$ cat src/rtl/cht_pkg.sv
// ---------------------------------------------------------------------------
// cht_pkg
// Shared sizes, codes and request types for the chained hash table.
// ---------------------------------------------------------------------------
`default_nettype none

package cht_pkg;

  localparam int BUCKETS = 127;
  localparam int ENTRIES = 256;

  localparam int OP_W   = 2;
  localparam int KEY_W  = 31;
  localparam int VAL_W  = 32;
  localparam int STAT_W = 2;

  localparam int BKT_W  = (BUCKETS > 1) ? $clog2(BUCKETS) : 1;
  localparam int NODE_W = (ENTRIES > 1) ? $clog2(ENTRIES) : 1;
  localparam int LINK_W = $clog2(ENTRIES + 1);
  localparam int CNT_W  = LINK_W;

  localparam logic [LINK_W-1:0] NULL_LINK = LINK_W'(ENTRIES);

  // key mod BUCKETS through an exact reciprocal multiply
  localparam int RECIP_W = KEY_W + 1;
  localparam int SHIFT   = KEY_W + BKT_W;
  localparam int PROD_W  = KEY_W + RECIP_W;
  localparam int QUOT_W  = PROD_W - SHIFT;
  localparam logic [RECIP_W-1:0] RECIP =
    RECIP_W'(((64'd1 << SHIFT) + 64'(BUCKETS) - 64'd1) / 64'(BUCKETS));

  localparam logic [OP_W-1:0] OP_INSERT = 2'd0;
  localparam logic [OP_W-1:0] OP_FIND   = 2'd1;
  localparam logic [OP_W-1:0] OP_CLEAR  = 2'd2;

  localparam logic [STAT_W-1:0] ST_OK   = 2'd0;
  localparam logic [STAT_W-1:0] ST_MISS = 2'd1;
  localparam logic [STAT_W-1:0] ST_FULL = 2'd2;

  typedef struct packed {
    logic [KEY_W-1:0]  key;
    logic [VAL_W-1:0]  value;
    logic [LINK_W-1:0] next;
  } node_t;

  typedef struct packed {
    logic             rd;
    logic             wr;
    logic             clr;
    logic [BKT_W-1:0] addr;
    logic [NODE_W-1:0] wdata;
  } head_req_t;

  typedef struct packed {
    logic              rd;
    logic              wr;
    logic [NODE_W-1:0] addr;
    node_t             wdata;
  } pool_req_t;

endpackage

`default_nettype wire

$ cat src/rtl/cht_hash.sv
// ---------------------------------------------------------------------------
// cht_hash
// Three-stage bucket index unit: key mod BUCKETS by reciprocal multiply.
// ---------------------------------------------------------------------------
`default_nettype none

module cht_hash
  import cht_pkg::*;
(
  input  wire logic             clk,
  input  wire logic             rst_n,
  input  wire logic             start,
  input  wire logic [KEY_W-1:0] key,
  output logic                  bkt_vld,
  output logic [BKT_W-1:0]      bkt
);

  logic              v1_r, v2_r, v3_r;
  logic [KEY_W-1:0]  key1_r, key2_r;
  logic [PROD_W-1:0] prod_r;
  logic [KEY_W-1:0]  qb_r;
  logic [BKT_W-1:0]  bkt_r;
  logic [QUOT_W-1:0] quot;
  logic [63:0]       qb_full;

  assign quot    = prod_r[PROD_W-1:SHIFT];
  assign qb_full = 64'(quot) * 64'(BUCKETS);

  always_ff @(posedge clk) begin
    if (!rst_n) begin
      v1_r <= 1'b0;
      v2_r <= 1'b0;
      v3_r <= 1'b0;
    end else begin
      v1_r <= start;
      v2_r <= v1_r;
      v3_r <= v2_r;
    end
  end

  always_ff @(posedge clk) begin
    if (start) begin
      key1_r <= key;
      prod_r <= PROD_W'(key) * PROD_W'(RECIP);
    end
    if (v1_r) begin
      key2_r <= key1_r;
      qb_r   <= qb_full[KEY_W-1:0];
    end
    if (v2_r) begin
      bkt_r <= BKT_W'(key2_r - qb_r);
    end
  end

  assign bkt_vld = v3_r;
  assign bkt     = bkt_r;

endmodule

`default_nettype wire

$ cat config.mk
export PLATFORM = sky130hd
export DESIGN_NAME = cht_hash
export DESIGN_NICKNAME = d
export VERILOG_FILES = /design/src/rtl/cht_pkg.sv /design/src/rtl/cht_hash.sv
export SDC_FILE = /design/constraint.sdc
export NUM_CORES = 1
export LEC_CHECK = 0
export BUFFER_PORTS_ARGS = -buffer_cell sky130_fd_sc_hd__buf_2
export CORE_UTILIZATION = 63
export DETAILED_ROUTE_END_ITERATION = 6
export PLACE_DENSITY = 0.86
export SETUP_SLACK_MARGIN = 0.5
export SLEW_MARGIN = 20
export SYNTH_ARGS = -nofsm -noshare
export SYNTH_HDL_FRONTEND = slang
export SYNTH_SLANG_ARGS = --single-unit
$ cat constraint.sdc
create_clock -name clk -period 6.2 [get_ports clk]
set_input_delay 0.93 -clock clk [delete_from_list [all_inputs] [get_ports clk]]
set_output_delay 0.93 -clock clk [all_outputs]
set_load 0.01 [all_outputs]
==> flow_metrics.py <==
metrics = {
    "floorplan": {
        "die_h_um": 102.2,
        "die_w_um": 102.2,
        "dieArea_mm2": 0.01044,
        "initial_core_util": 0.6499,
        "pin_count": 42,
        "num_rows": 36,
        "core_area_mm2": 0.009729,
    },
    "global_routing": {
        "antenna_found_initial": 0,
        "grt_usage": 0.2649,
        "first_global_vias": 4509,
        "grt.overflow.total": 0,
        "grt_max_degree": 16,
        "grt_pass1_wl_um": 20780,
    },
    "critical_path": {
        "worst_ep_required_time_ns": 6.24,
        "crit_family": "adder cells",
        "crit_chain": "buf_2 > ha_1 > fa_1 > inv_1 > fa_1 > fa_1 > inv_1 > fa_1 > ha_4 > ha_4 > nand4_1 > or4_4 > a31oi_4 > o21ai_4 > a311oi_4 > a41oi_2 > xnor2_1",
        "r2r_cells": 13,
        "cpPeakStageDelay_ns": 0.58,
        "worstPathArrival_ns": 5.87,
        "timing.rr.start": "prod_r[40]$_DFFE_PP_",
        "r2r_setup_slack_ns": 2.74,
        "r2r_end": "qb_r[6]$_DFFE_PP_",
        "criticalPathCategory": "in -> reg",
        "slowest_stage": "or4_4",
        "cp_max_fo": 4,
        "crit_top_cell": "fa_1",
        "end_kind": "flip-flop",
        "cp.depth": 17,
        "crit_buf_inv": 3,
        "start_kind": "input port",
    },
    "layout": {
        "drive_gt1_frac": 0.1208,
        "finish.utilization": 0.7209,
        "final_cell_area_mm2": 0.007014,
        "final_nets": 929,
        "syn_to_final_growth_pct": 10.92,
        "diodes": 0,
    },
    "pwr": {
        "p_int_w": 0.001858,
        "cellLeakagePower_nw": 3.791,
        "sequentialPowerShare": 0.150,
        "clkPwrFrac": 0.051,
        "powerDensity_mw_per_mm2": 487.1,
        "swShare": 0.4563,
        "p_switching_w": 0.001559,
        "comb_power_share": 0.799,
        "ir_drop_mv": 0.6156,
    },
    "clock_network": {
        "cts_buffers": 5,
        "cts.sinks": 38,
        "clkLatencyLatePin_ns": 0.29,
        "h-tree-depth": 2,
        "cts_tree": "built",
        "cts_root_buffer": "clkbuf_8",
        "clkTransAtPathRegs_ns": 0.07,
        "clk_path_buf_depth": 2,
    },
    "sta": {
        "setup-violations-final": 0,
        "drv_slew": 0,
        "slew_headroom": 0.5765,
        "finClkSkew_ns": 0.004211,
        "hold_viol": 0,
        "rsz0062_at_grt": "true",
        "post-route-worst-setup-slack_ns": 0.3706,
        "post-route-period-util": 0.9402,
        "worstMarginPinSlew_ns": 0.6265,
        "max_freq_mhz": 171.5,
        "hold_ws_ns": 0.4213,
        "fin_setup_tns_ns": 0,
        "fin_crit_ns": 5.829,
    },
    "yosys": {
        "netlist_instances": 577,
        "synthFlopType": "edfxtp_1",
        "synth_cell_types": 35,
        "synth_common_cells": "197 x ha_1, 168 x inv_1, 70 x fa_1",
        "netlist_area_mm2": 0.006324,
        "synth_top_area_share": 0.3898,
        "ys_seq_area_frac": 0.1757,
        "synth_most_common_cell": "ha_1",
        "synth_warnings": 0,
        "synth.avg_cell_area_um2": 10.96,
        "synth_edf_count": 35,
        "ys_ff_latch": 38,
        "synth_area_leader_cell": "ha_1",
        "syn_nets": 878,
        "ys_top_cells_by_area": "ha_1 39%, fa_1 22%, edfxtp_1 17%",
        "synthArstFlopShare": 0,
    },
    "worst_hold_path": {
        "holdCritStartpoint": "key1_r[2]$_DFFE_PP_",
        "hold_end": "key2_r[2]$_DFFE_PP_",
        "min_path_cells": 0,
        "min_path_type": "reg -> reg",
    },
    "routing": {
        "vias_per_cell": 5.537,
        "dr.pass1.iters": 4,
        "avgRoutedWirePerCell_um": 17.66,
        "drc": 0,
        "wl_um": 13460,
        "drtIter0Drc": 158,
        "vias": 4219,
        "ant_nets": 0,
    },
    "status": {
        "outcome": "finished clean",
    },
    "placed_design": {
        "io_buffers": 41,
        "place.gp.congestion": 0.9359,
        "placed_area_mm2": 0.006723,
        "place_ws_ns": 0.05359,
        "dp.final_hpwl_um": 10810,
    },
    "run": {
        "drv_cap": 0,
    },
}
## layout make-up
type | count | area [µm²]
clock buffer | 6 | 82.58
clock inverter | 2 | 12.51
fill | 663 | 2715
inverter | 168 | 630.6
multi-input combinational | 371 | 4767
sequential | 38 | 1111
tap | 133 | 166.4
timing repair buffer | 44 | 244.0
## per-stage QoR
step                      total power (W)  std cells
final                            0.003417        762
after global routing             0.003816        762
after CTS                        0.003194        760
after detailed placement         0.002970        751
after global placement           0.002829        751
after floorplan                  0.002423        577
## placed cells by master, fill, tap and decap left out, types with 3 or more instances in the layout
| cell | instances |
|---|---|
| nor2_1 | 5 |
| clkbuf_8 | 6 |
| xor2_1 | 5 |
| buf_4 | 3 |
| dfxtp_1 | 3 |
| inv_2 | 3 |
| a21oi_1 | 16 |
| fa_1 | 69 |
| xnor2_1 | 22 |
| o21ai_0 | 8 |
| a211oi_1 | 3 |
| nand2_1 | 6 |
| edfxtp_1 | 35 |
| buf_2 | 39 |
| and2_1 | 3 |
| ha_4 | 11 |
| nand4_1 | 4 |
| a21o_1 | 6 |
| inv_1 | 165 |
| ha_1 | 185 |
## kinds of logic after synthesis
family                   synth area share
flip-flops                         0.1757
XOR/XNOR                          0.03740
AO/OA/AOI/OAI                     0.04947
AND/OR/NAND/NOR                   0.02632
adder cells (fa/ha/maj)            0.6114
buffers and inverters             0.09972
## registers in the layout, summed over array words and instances (netlist names)
signal / flops
bkt: 7
bkt_vld: 1
key1_r: 7
key2_r: 7
prod_r: 7
qb_r: 7
v1_r: 1
v2_r: 1
## worst max-delay path by stage
stage / startpoint / end / slack [ns]
2_1_floorplan: key[27] / prod_r[44]$_DFFE_PP_ / 0.49
3_3_place_gp: key[27] / prod_r[44]$_DFFE_PP_ / 0.18
3_5_place_dp: key[23] / prod_r[44]$_DFFE_PP_ / 0.05
4_1_cts: key[24] / prod_r[44]$_DFFE_PP_ / 0.52
5_1_grt: key[24] / prod_r[44]$_DFFE_PP_ / 0.24
6_report: key[24] / prod_r[44]$_DFFE_PP_ / 0.37
## metal layers
metal	vias up	track usage	routed length, µm
li1	1989	-	-
met1	2049	0.3124	5263
met2	132	0.4956	7088
met3	49	0.03010	505
met4	0	0.09451	600
met5	-	0	0
## power by group through the flow
stage / combinational, W / clock (W) / sequential [W]
after detailed placement: 0.00245 / 0 / 0.000519
after CTS: 0.00250 / 0.000180 / 0.000514
after global placement: 0.00231 / 0 / 0.000515
after global routing: 0.00311 / 0.000189 / 0.000521
final: 0.00273 / 0.000176 / 0.000512
after floorplan: 0.00191 / 0 / 0.000510
## timing repair
action	4_1_cts	5_1_grt
setup endpoints to repair	3	4
resized for setup	2	22
buffers inserted	1	2
pin swaps	4	17
hold buffers	0	0
(Power assumes the default switching activity.)
